### src/sv/sitda_pkg.sv
`default_nettype none

package sitda_pkg;

    // Widths of the input and result fields.
    localparam int NUM_W   = 25;
    localparam int LEN_W   = 8;
    localparam int CHAR_W  = 8;
    localparam int COUNT_W = 4;

    // Largest number of decimal digits a magnitude may have.
    localparam int MAX_DIGITS = 7;

    // Digits needed to hold the largest 25-bit magnitude (2^24 has eight digits).
    localparam int MAG_DIGITS = 8;

    // The BCD register keeps at least one digit above the allowed ones for the range check.
    localparam int BCD_DIGITS = (MAX_DIGITS + 1 > MAG_DIGITS) ? MAX_DIGITS + 1 : MAG_DIGITS;
    localparam int BCD_W      = 4 * BCD_DIGITS;
    localparam int IDX_W      = (BCD_DIGITS > 1) ? $clog2(BCD_DIGITS) : 1;
    localparam int DCNT_W     = $clog2(BCD_DIGITS + 1);
    localparam int STEP_W     = $clog2(NUM_W);

    // Character codes.
    localparam logic [CHAR_W-1:0] CHAR_MINUS = 8'h2D;
    localparam logic [CHAR_W-1:0] CHAR_ZERO  = 8'h30;

    typedef logic [BCD_W-1:0] bcd_t;

    typedef enum logic [1:0] {
        ST_IDLE,
        ST_CONV,
        ST_CHECK,
        ST_EMIT
    } state_t;

    // Double-dabble correction: add three to every digit of five or more.
    function automatic bcd_t add_three(input bcd_t value);
        bcd_t res;
        res = value;
        for (int i = 0; i < BCD_DIGITS; i++)
        begin
            if (value[4*i +: 4] >= 4'd5)
            begin
                res[4*i +: 4] = value[4*i +: 4] + 4'd3;
            end
        end
        return res;
    endfunction

endpackage

`default_nettype wire

### src/sv/signed_int_to_decimal_ascii_core.sv
// Channel | Direction | Handshake          | Word fields
// --------+-----------+--------------------+------------------------------------------------
// in      | input     | in_valid/in_ready   | number_in[24:0] signed, max_length[7:0]
// out     | output    | out_valid/out_ready | ascii_char[7:0], last_char, failed, chars_written[3:0]
//
// One word is converted at a time: an accept step, bit-serial double dabble (one
// magnitude bit per cycle), a check step, then 1 to 8 output words, one per cycle
// while the output is not stalled.
// The shift-and-correct loop over the BCD register sets the conversion time.
// Reset (rst_n, asynchronous, active low) returns the block to idle with no word held.
// A stalled output holds its word; the next character waits until it is taken.
`default_nettype none

module signed_int_to_decimal_ascii_core (
    input  wire                                 clk,
    input  wire                                 rst_n,
    input  wire                                 in_valid,
    output logic                                in_ready,
    input  wire signed [sitda_pkg::NUM_W-1:0]   number_in,
    input  wire        [sitda_pkg::LEN_W-1:0]   max_length,
    output logic                                out_valid,
    input  wire                                 out_ready,
    output logic       [sitda_pkg::CHAR_W-1:0]  ascii_char,
    output logic                                last_char,
    output logic                                failed,
    output logic       [sitda_pkg::COUNT_W-1:0] chars_written
);

    import sitda_pkg::*;

    // Control state.
    state_t              state_reg, state_next;
    logic [STEP_W-1:0]   step_reg, step_next;
    logic                out_valid_reg, out_valid_next;

    // Working registers.
    logic [NUM_W-1:0]    mag_reg, mag_next;
    bcd_t                bcd_reg, bcd_next;
    logic                neg_reg, neg_next;
    logic [LEN_W-1:0]    room_reg, room_next;
    logic                err_reg, err_next;
    logic                sign_pend_reg, sign_pend_next;
    logic [IDX_W-1:0]    idx_reg, idx_next;
    logic [COUNT_W-1:0]  total_reg, total_next;

    // Output word registers.
    logic [CHAR_W-1:0]   char_reg, char_next;
    logic                last_reg, last_next;
    logic                fail_reg, fail_next;
    logic [COUNT_W-1:0]  count_reg, count_next;

    // Next state and datapath.
    always_comb
    begin
        logic [DCNT_W-1:0] ndig;
        logic              too_big;
        logic              load;
        logic [3:0]        digit;
        bcd_t              adj;

        state_next     = state_reg;
        step_next      = step_reg;
        out_valid_next = out_valid_reg;
        mag_next       = mag_reg;
        bcd_next       = bcd_reg;
        neg_next       = neg_reg;
        room_next      = room_reg;
        err_next       = err_reg;
        sign_pend_next = sign_pend_reg;
        idx_next       = idx_reg;
        total_next     = total_reg;
        char_next      = char_reg;
        last_next      = last_reg;
        fail_next      = fail_reg;
        count_next     = count_reg;

        // Digit count and range check over the finished BCD value.
        ndig    = DCNT_W'(1);
        too_big = 1'b0;
        for (int i = 0; i < BCD_DIGITS; i++)
        begin
            if (bcd_reg[4*i +: 4] != 4'd0)
            begin
                ndig = DCNT_W'(i + 1);
                if (i >= MAX_DIGITS)
                begin
                    too_big = 1'b1;
                end
            end
        end

        adj   = add_three(bcd_reg);
        digit = bcd_reg[4*idx_reg +: 4];
        load  = !out_valid_reg || out_ready;

        // The output word is dropped once taken, unless a new one replaces it.
        if (out_ready)
        begin
            out_valid_next = 1'b0;
        end

        unique case (state_reg)
            ST_IDLE:
            begin
                if (in_valid)
                begin
                    neg_next   = number_in[NUM_W-1];
                    mag_next   = number_in[NUM_W-1] ? (~number_in + NUM_W'(1)) : number_in;
                    room_next  = max_length;
                    bcd_next   = '0;
                    step_next  = '0;
                    state_next = ST_CONV;
                end
            end

            ST_CONV:
            begin
                // Correct, then shift one magnitude bit into the BCD register.
                bcd_next  = {adj[BCD_W-2:0], mag_reg[NUM_W-1]};
                mag_next  = {mag_reg[NUM_W-2:0], 1'b0};
                step_next = step_reg + STEP_W'(1);
                if (step_reg == STEP_W'(NUM_W - 1))
                begin
                    state_next = ST_CHECK;
                end
            end

            ST_CHECK:
            begin
                err_next = (room_reg == '0) || too_big ||
                           (LEN_W'(ndig) > (room_reg - LEN_W'(neg_reg)));
                sign_pend_next = neg_reg;
                idx_next       = IDX_W'(ndig - DCNT_W'(1));
                total_next     = COUNT_W'(ndig) + COUNT_W'(neg_reg);
                state_next     = ST_EMIT;
            end

            ST_EMIT:
            begin
                if (load)
                begin
                    out_valid_next = 1'b1;
                    if (err_reg)
                    begin
                        char_next  = '0;
                        last_next  = 1'b1;
                        fail_next  = 1'b1;
                        count_next = '0;
                        state_next = ST_IDLE;
                    end
                    else if (sign_pend_reg)
                    begin
                        char_next      = CHAR_MINUS;
                        last_next      = 1'b0;
                        fail_next      = 1'b0;
                        count_next     = '0;
                        sign_pend_next = 1'b0;
                    end
                    else
                    begin
                        char_next = CHAR_ZERO + CHAR_W'(digit);
                        fail_next = 1'b0;
                        if (idx_reg == '0)
                        begin
                            last_next  = 1'b1;
                            count_next = total_reg;
                            state_next = ST_IDLE;
                        end
                        else
                        begin
                            last_next  = 1'b0;
                            count_next = '0;
                            idx_next   = idx_reg - IDX_W'(1);
                        end
                    end
                end
            end

            default:
            begin
                state_next = ST_IDLE;
            end
        endcase
    end

    // Control registers.
    always_ff @(posedge clk or negedge rst_n)
    begin
        if (!rst_n)
        begin
            state_reg     <= ST_IDLE;
            step_reg      <= '0;
            out_valid_reg <= 1'b0;
        end
        else
        begin
            state_reg     <= state_next;
            step_reg      <= step_next;
            out_valid_reg <= out_valid_next;
        end
    end

    // Payload registers.
    always_ff @(posedge clk)
    begin
        mag_reg       <= mag_next;
        bcd_reg       <= bcd_next;
        neg_reg       <= neg_next;
        room_reg      <= room_next;
        err_reg       <= err_next;
        sign_pend_reg <= sign_pend_next;
        idx_reg       <= idx_next;
        total_reg     <= total_next;
        char_reg      <= char_next;
        last_reg      <= last_next;
        fail_reg      <= fail_next;
        count_reg     <= count_next;
    end

    // Ports.
    assign in_ready      = (state_reg == ST_IDLE);
    assign out_valid     = out_valid_reg;
    assign ascii_char    = char_reg;
    assign last_char     = last_reg;
    assign failed        = fail_reg;
    assign chars_written = count_reg;

endmodule

`default_nettype wire

### config.mk
export PLATFORM = sky130hd
export DESIGN_NAME = signed_int_to_decimal_ascii_core
export DESIGN_NICKNAME = d
export VERILOG_FILES = /design/src/sv/sitda_pkg.sv /design/src/sv/signed_int_to_decimal_ascii_core.sv
export SDC_FILE = /design/constraint.sdc
export NUM_CORES = 1
export LEC_CHECK = 0
export BUFFER_PORTS_ARGS = -buffer_cell sky130_fd_sc_hd__buf_2
export CAP_MARGIN = 20
export CORE_ASPECT_RATIO = 1.4
export CORE_MARGIN = 4
export CORE_UTILIZATION = 60
export CTS_BUF_LIST = sky130_fd_sc_hd__clkbuf_8
export CTS_CLUSTER_DIAMETER = 150
export DETAILED_ROUTE_END_ITERATION = 12
export PLACE_DENSITY_LB_ADDON = 0.2
export SLEW_MARGIN = 30
export SYNTH_ARGS = -nofsm -noshare
export SYNTH_HDL_FRONTEND = slang
export SYNTH_SLANG_ARGS = --single-unit
### constraint.sdc
create_clock -name clk -period 3.4 [get_ports clk]
set_clock_uncertainty 0.2 [all_clocks]
set_input_delay 0.51 -clock clk [delete_from_list [all_inputs] [get_ports clk]]
set_output_delay 0.51 -clock clk [all_outputs]
set_load 0.02 [all_outputs]
# Word level (Yosys, flattened, before mapping)
# Index checks and enable logic that the tools add are counted.
# W data, S select, Z words.
# word_totals
input_bits	37
elab_cells	124
regBits	96
# op_classes
n_mux	45
bitwise	2
eq_ne	12
shift	1
n_reduce_logical	24
magnitude_cmp	9
addsub	15
# op_table
cell	count
$pmux W32 S2	1
$mux W25	2
$pmux W25 S2	1
$mux W4	12
$ge A4 B3 Y1 const B	8
$mux W32	1
$shiftx A32 B6 Y4	1
$add A4 B2 Y4 const B	7
$reduce_bool A4 Y1	7
$add A25 B2 Y25 const B	1
$not A25 Y25	1
$mux W2	8
$mux W3	5
$ne A2 B2 Y1 const B	6
$pmux W5 S2	1
$reduce_and A5 Y1	2
$mux W1	9
$gt A4 B8 Y1	1
$logic_not A8 Y1	1
$pmux W2 S4	1
$sub A8 B1 Y8	1
$add A6 B4 Y7 const A	1
$mux W6	1
$ne A3 B3 Y1 const B	2
20 further kinds	27

# Longest topological paths before layout
# Gate-level depths: netlist of the first run.
# depth
word_depth	10
depth_mapped	11
ltp_nobuf	11

# Worst setup path before layout of the first run
# OpenSTA, ideal clock, no wires.
# synth_timing
path_type	register -> register
startpoint	register state_reg[0]
endpoint	register step_reg[3]
stages_incl_launch_ff	8
path_slack_ps	306
arrival_time_ps	2823
n_path_buf	0
cell_sequence	dfrtp_1 inv_1 ha_1 nand2b_1 o21a_1 nand4_1 xor2_1 nor2_1
# synth_between
elab_chain_len	3
word_cells_on_any_way	6
cone_classes	2 x eq/ne; 1 x mux; 3 x reduce/logical
# synth_rtl
item	line	rtl
start, declared	signed_int_to_decimal_ascii_core.sv:32	state_t state_reg, state_next;
start signal, assigned	signed_int_to_decimal_ascii_core.sv:197	state_reg <= state_next;
$logic_not A2 Y1 *	--	
named net in_ready	signed_int_to_decimal_ascii_core.sv:18	output logic in_ready,
$ne A2 B2 Y1 (no source line) / $reduce_bool A2 Y1 (equally long branches)	--	
$reduce_and A2 Y1 (no source line)	--	
end signal, assigned	signed_int_to_decimal_ascii_core.sv:198	step_reg <= step_next;
end, declared	signed_int_to_decimal_ascii_core.sv:33	logic [STEP_W-1:0] step_reg, step_next;
# The timed path passes the listed nets; every way through them passes the cells marked *.
# A chain may end at the register's enable or synchronous reset.

# Worst setup path after layout of the first run
# layout_timing
startpoint	register bcd_reg[4]
endpoint	register err_reg (data pin)
# layout_between
elab_chain_len	10
# layout_rtl
item	line	rtl
start, declared	signed_int_to_decimal_ascii_core.sv:38	bcd_t bcd_reg, bcd_next;
start signal, assigned	signed_int_to_decimal_ascii_core.sv:207	bcd_reg <= bcd_next;
$reduce_bool A4 Y1	signed_int_to_decimal_ascii_core.sv:82	if (bcd_reg[4*i +: 4] != 4'd0)
$mux W2 (2 in series)	signed_int_to_decimal_ascii_core.sv:82	
$mux W4 (5 in series)	signed_int_to_decimal_ascii_core.sv:82	
$gt A4 B8 Y1	signed_int_to_decimal_ascii_core.sv:131	(LEN_W'(ndig) > (room_reg - LEN_W'(neg_reg)));
$logic_or A1 B1 Y1	signed_int_to_decimal_ascii_core.sv:130	err_next = (room_reg == '0) || too_big ||
end signal, assigned	signed_int_to_decimal_ascii_core.sv:210	err_reg <= err_next;
end, declared	signed_int_to_decimal_ascii_core.sv:41	logic err_reg, err_next;
# Every way passes these cells.

==> impl_metrics.csv, run 1 <==
group,metric,value,unit
cts,root_buffer,"clkbuf_8",
detailed_routing,first_pass_iters,4,
grt,grt_antenna_before_repair,0,
place,hpwl,7.68,mm
synth,synthCells,510,
worst_hold_path,hold_class,"input port to flip-flop",
power_and_ir_drop,power.leakage,2.39,nW
timing,setup_viol,0,
timing,max_slew_margin,53.1,%
power_and_ir_drop,pwr-share-comb,42.1,%
synth,syn_area,5630,um2
synth,ys.flop_type,"edfxtp_1",
cts,insertion_delay,0.37,ns
final_layout,num_antenna_cells,0,
cts,clock-sinks,95,
cts,ctsHtreeMaxLevel,3,
flow_run,max_cap_violations,0,
detailed_routing,finalWirelength,10.4,mm
worst_setup_path,start_kind,"flip-flop",
place,port_buffers,50,
floorplanning,ioPinCount,53,
worst_setup_path,end_kind,"flip-flop",
synth,synth_top_cell_area_share,46.4,%
final_layout,final_nets,627,
synth,synth-seq-area-share,50.0,%
synth,synth_area_leaders,"edfxtp_1 (46%), ha_1 (7.1%), xor2_1 (4.4%), nand2_1 (4.1%), o21ai_0 (4.0%)",
final_layout,final_cell_mix,"edfxtp_1 (87), nand2_1 (62), buf_2 (50)",
cts,cts_buffer_depth,2,
cts,hold_buffers,1,
cts,cts_tree,"built",
grt,grt_pass1_wl,17.5,mm
synth,syn_area_per_cell,11.0,um2
place,gp_congestion,0.832,
timing,final-hold-violation-count,0,
detailed_routing,avgRoutedWirePerCell,15.6,um
detailed_routing,drc,0,
power_and_ir_drop,total_power,0.00559,W
floorplanning,dieWidth,89.8,um
worst_setup_path,rrSetupSlack,0.41,ns
detailed_routing,vias,3879,
synth,async_flop_share,8.42,%
final_layout,drive_above_1_share,17.1,%
timing,finalCritPeriodShare,87.8,%
grt,grt_usage,19.6,%
synth,synth_top_area_cell,"edfxtp_1",
timing,layout_min_cycle_time,2.99,ns
cts,cts-resized-gates,0,
power_and_ir_drop,internal_power,0.00336,W
power_and_ir_drop,peakVddDrop,660,uV
power_and_ir_drop,pwr-share-clk,12.5,%
status,status,"completed",
timing,final-max-slew-violation-count,0,
worst_setup_path,worstPathMaxFanout,5,
floorplanning,coreArea,9080,um2
timing,setup_tns,0,ns
worst_setup_path,crit_chain,"inv_1 > ha_1 > or3b_2 > a21boi_0 > o211ai_1 > a21oi_1 > inv_1 > ha_1 > nand4b_1 > mux2i_1 > o31ai_1",
synth,synth_seq_cells,95,
synth,synth_edf_count,87,
power_and_ir_drop,powerDensity,907,nW/um2
final_layout,largest_reg_flops,32,
detailed_routing,ant_nets,0,
cts,cts_buffers,9,
floorplanning,start_util,62.0,%
worst_setup_path,cpPeakStageDelay,0.48,ns
timing,grt_setup_unrepaired,"no",
grt,grt_max_degree,82,
timing,max_freq,335,MHz
grt,grt_pass1_vias,3913,
power_and_ir_drop,seq_power_share,45.4,%
floorplanning,fp.dieArea,11000,um2
floorplanning,rows,41,
synth,ys_types,51,
floorplanning,die_h,123,um
cts,cts_setup_buffers,0,
synth,ys_warn_count,0,
final_layout,area.growth.synth_to_final,9.54,%
worst_setup_path,slowest_stage,"edfxtp_1",
power_and_ir_drop,swShare,39.9,%
worst_setup_path,crit_arrival,2.99,ns
grt,overflow,0,
detailed_routing,drt_iter0_markers,196,
timing,worst_pin_slew,0.704,ns
detailed_routing,vias_per_cell,5.79,
worst_setup_path,critPathKind,"flip-flop to flip-flop",
final_layout,layout_commonest_cell,"edfxtp_1",
power_and_ir_drop,netSwitchingPower,0.00223,W
cts,clk_pin_slew,0.10,ns
worst_setup_path,critPathRequiredTime,3.40,ns
[cell families after synthesis]
family          synth area share, %
compound gates                 10.7
xor+xnor                       7.00
fa+ha+maj                      7.12
buf+inv                        3.38
flops                          50.0
mux                            5.27
other cells                  0.0666
simple gates                   16.5
[critical path, delay by kind of cell, from the launching register on]
family	cells	cell delay, ns
fa+ha+maj	2	0.51
mux	1	0.08
simple gates	2	0.57
buf+inv	2	0.18
flops	1	0.48
compound gates	4	0.80
[synth_stat cells (2+ instances only)]
| cell type | instances |
|---|---|
| mux2i_1 | 6 |
| o21a_1 | 2 |
| a31o_2 | 2 |
| nor2_1 | 27 |
| nor3_1 | 5 |
| o31ai_2 | 2 |
| nand2_1 | 62 |
| nand2b_1 | 13 |
| a21boi_0 | 9 |
| o21ai_0 | 45 |
| xor2_1 | 28 |
| ha_1 | 32 |
| nor2b_1 | 7 |
| nand4b_1 | 3 |
| o31ai_1 | 6 |
| and3_1 | 6 |
| a21oi_1 | 13 |
| nand4_1 | 3 |
| and2_1 | 19 |
| buf_1 | 2 |
| mux4_2 | 8 |
| nand4_2 | 2 |
| dfrtp_1 | 8 |
| edfxtp_1 | 87 |
| inv_1 | 31 |
| o41ai_1 | 3 |
| mux2_2 | 5 |
| xnor2_1 | 17 |
| clkbuf_1 | 11 |
| nor4_1 | 3 |
| nor3b_1 | 12 |
| nand3_1 | 5 |
| buf_2 | 2 |
| buf_4 | 2 |
| or3b_2 | 2 |
| o211ai_1 | 2 |
| a211oi_1 | 4 |
[power by group through the flow]
stage	Clock, W	Combinational, W	Sequential [W]
global placement	0	0.00225	0.00254
CTS	0.000714	0.00238	0.00254
floorplan	0	0.00181	0.00245
finish	0.000701	0.00235	0.00254
global route	0.000754	0.00266	0.00262
detailed placement	0	0.00237	0.00256
[path summary, 6_finish.rpt]
| check | end | cells after the start | from |
|---|---|---|---|
| worst min register to register | mag_reg[3] | 2 | mag_reg[2] |
| max in group asynchronous | state_reg[0] | 2 | rst_n |
| worst max register to register | err_reg | 11 | bcd_reg[4] |
| worst max-delay path | err_reg | 11 | bcd_reg[4] |
| worst min-delay path | room_reg[4] | 1 | max_length[4] |
| min in group asynchronous | out_valid | 2 | rst_n |
[routing by layer]
metal	GRT usage, %	share of wire (%)	wire length [um]	vias to the layer above
met2	35.3	52	5470	75
li1	-	-	-	1914
met4	9.59	3.2	330	0
met1	23.0	41	4300	1857
met3	3.31	3.1	327	33
met5	0	0	0	-
[area by class of cell]
type,instances,area [um2]
tap,107,134
clock inverter,7,57.6
sequential,95,2810
multi-input combinational,368,2630
inverter,31,116
timing repair buffer,53,288
fill,696,2920
clock buffer,9,124
[metrics by stage]
stage | utilization (%) | instances | cell area, um2 | hold slack (ns) | setup WS, ns
3_5_place_dp | 65.8 | 653 | 5970 | 0.172 | 0.434
4_1_cts | 67.9 | 670 | 6160 | 0.0897 | 0.412
3_3_place_gp | 65.8 | 653 | 5970 | 0.166 | 0.572
5_1_grt | 67.9 | 670 | 6160 | 0.0957 | 0.233
6_report | 67.9 | 670 | 6160 | 0.109 | 0.413
2_1_floorplan | - | 511 | 5630 | 0.0144 | 0.306
Note: power is estimated with default switching activity, not from simulation.
==> run 2, diff against run 1 <==
--- a/config.mk
+++ b/config.mk
@@ -13,7 +13,7 @@
 export CTS_BUF_LIST = sky130_fd_sc_hd__clkbuf_8
 export CTS_CLUSTER_DIAMETER = 150
 export DETAILED_ROUTE_END_ITERATION = 12
-export PLACE_DENSITY_LB_ADDON = 0.2
+export PLACE_DENSITY = 0.79
 export SLEW_MARGIN = 30
 export SYNTH_ARGS = -nofsm -noshare
 export SYNTH_HDL_FRONTEND = slang
==> constraint.sdc (replaced) <==
create_clock -name clk -period 3.3 [get_ports clk]
set_clock_uncertainty 0.2 [all_clocks]
set_input_delay 0.495 -clock clk [delete_from_list [all_inputs] [get_ports clk]]
set_output_delay 0.495 -clock clk [all_outputs]
set_load 0.02 [all_outputs]
==> impl_metrics.csv, run 2 (synthesis gave the netlist of run 1 again) <==
group,metric,value,unit
worst_setup_path,start_kind,"flip-flop",
cts,root_buffer,"clkbuf_8",
power_and_ir_drop,power.leakage,2.42,nW
floorplanning,start_util,62.0,%
worst_setup_path,r2r-end,"err_reg",
timing,setup_tns,0,ns
floorplanning,rows,41,
cts,cts_buffer_depth,2,
floorplanning,ioPinCount,53,
grt,grt_max_degree,82,
timing,finalCritPeriodShare,91.4,%
power_and_ir_drop,powerDensity,952,nW/um2
final_layout,multi_input_area,2630,um2
grt,grt_usage,20.2,%
worst_setup_path,cp-endpoint,"err_reg",
worst_hold_path,hold_start,"max_length[4]",
detailed_routing,avgRoutedWirePerCell,15.7,um
grt,overflow,0,
final_layout,final_cell_mix,"edfxtp_1 (87), nand2_1 (62), buf_2 (50)",
power_and_ir_drop,peakVddDrop,514,uV
final_layout,area.growth.synth_to_final,10.3,%
worst_setup_path,crit_chain,"inv_1 > ha_1 > or3b_2 > a21boi_0 > o211ai_1 > a21oi_1 > inv_1 > ha_1 > nand4b_1 > mux2i_1 > o31ai_1",
worst_setup_path,end_kind,"flip-flop",
detailed_routing,vias,3837,
final_layout,num_antenna_cells,0,
worst_hold_path,hold_class,"input port to flip-flop",
timing,max_slew_margin,61.6,%
floorplanning,fp.dieArea,11000,um2
timing,layout_min_cycle_time,3.02,ns
worst_setup_path,cpPeakStageDelay,0.47,ns
worst_setup_path,slowest_stage,"edfxtp_1",
detailed_routing,first_pass_iters,4,
cts,insertion_delay,0.37,ns
final_layout,layout.area.seq,2810,um2
worst_hold_path,min_path_cells,1,
final_layout,drive_above_1_share,16.7,%
grt,grt_pass1_wl,17.7,mm
grt,grt_antenna_before_repair,0,
worst_setup_path,worstPathMaxFanout,5,
cts,clk_pin_slew,0.10,ns
timing,grt_setup_unrepaired,"no",
cts,ctsHtreeMaxLevel,3,
timing,final-max-slew-violation-count,0,
worst_setup_path,startpoint,"bcd_reg[4]",
worst_setup_path,crit_arrival,3.02,ns
worst_setup_path,worstReg2RegStart,"bcd_reg[4]",
floorplanning,die_h,123,um
detailed_routing,finalWirelength,10.6,mm
place,port_buffers,50,
worst_setup_path,path_delay_family,"compound AO/OA/AOI/OAI gates",
cts,cts_tree,"built",
cts,cts_buffers,9,
detailed_routing,ant_nets,0,
timing,final-hold-violation-count,0,
place,numPlacedInstances,653,
worst_setup_path,worst-path-stages,11,
flow_run,max_cap_violations,0,
detailed_routing,drt_iter0_markers,224,
final_layout,layout_commonest_cell,"edfxtp_1",
grt,grt_pass1_vias,3907,
cts,cts_setup_buffers,0,
power_and_ir_drop,total_power,0.00591,W
detailed_routing,drc,0,
final_layout,fillers,681,
timing,worst_pin_slew,0.576,ns
place,gp_congestion,0.831,
place,hpwl,7.54,mm
floorplanning,dieWidth,89.8,um
worst_setup_path,reg2reg_depth,11,
timing,setup_viol,0,
floorplanning,coreArea,9080,um2
worst_setup_path,crit_buf_inv,2,
worst_setup_path,critPathRequiredTime,3.30,ns
detailed_routing,vias_per_cell,5.73,
final_layout,largest_reg_flops,32,
timing,max_freq,332,MHz
cts,clock-sinks,95,
final_layout,final_cells,670,
final_layout,final_nets,627,
worst_setup_path,critPathKind,"flip-flop to flip-flop",
worst_setup_path,rrSetupSlack,0.28,ns
status,status,"completed",
-- run 2: changes by cell type in the layout (fill, tap and decap cells not counted), sizes merged --
cell,change
inv,+1
clkinv,-1
bufinv,+2
clkinvlp,-2
-- run 2: worst min path at each step --
stage | slack (ns) | end
final | 0.1 | room_reg[4]
after global routing | 0.08 | room_reg[4]
after CTS | 0.08 | room_reg[4]
after detailed placement | 0.15 | out_valid
after global placement | 0.15 | out_valid
after floorplan | -0.0006 | out_valid
-- run 2: cell type report --
cell class                 count  share of cell area, %
sequential                    95                   45.3
timing repair buffer          53                   4.84
inverter                      31                   1.87
clock inverter                 7                   1.45
clock buffer                   9                   2.00
tap                          107                   2.16
multi-input combinational    368                   42.4
-- run 2: power breakdown --
part / switching [W] / internal, W
clock: 0.000410 / 0.000424
sequential: 0.000477 / 0.00215
combinational: 0.00140 / 0.00105
-- run 2: repair_timing --
| action | CTS | global route |
|---|---|---|
| hold buffers | 1 | 0 |
| resized for setup | 0 | 0 |
| endpoints found under the hold margin | 8 | 0 |
-- run 2: stage by stage --
stage                     worst slack, ns  hold slack, ns  area, um2  util [%]
after floorplan                     0.206       -0.000591       5630         -
after global placement              0.470           0.149       5980      65.9
after detailed placement            0.332           0.154       5980      65.9
after CTS                           0.304          0.0779       6210      68.4
after global routing               0.0337          0.0806       6210      68.4
final                               0.284          0.0974       6210      68.4
-- run 2: routing by layer --
metal  wire length, um  up-vias  GRT usage (%)
met3               383       26           3.56
met4               260        0           9.97
met5                 0        -              0
li1                  -     1907              -
met1              4290     1826           23.3
met2              5620       78           36.6
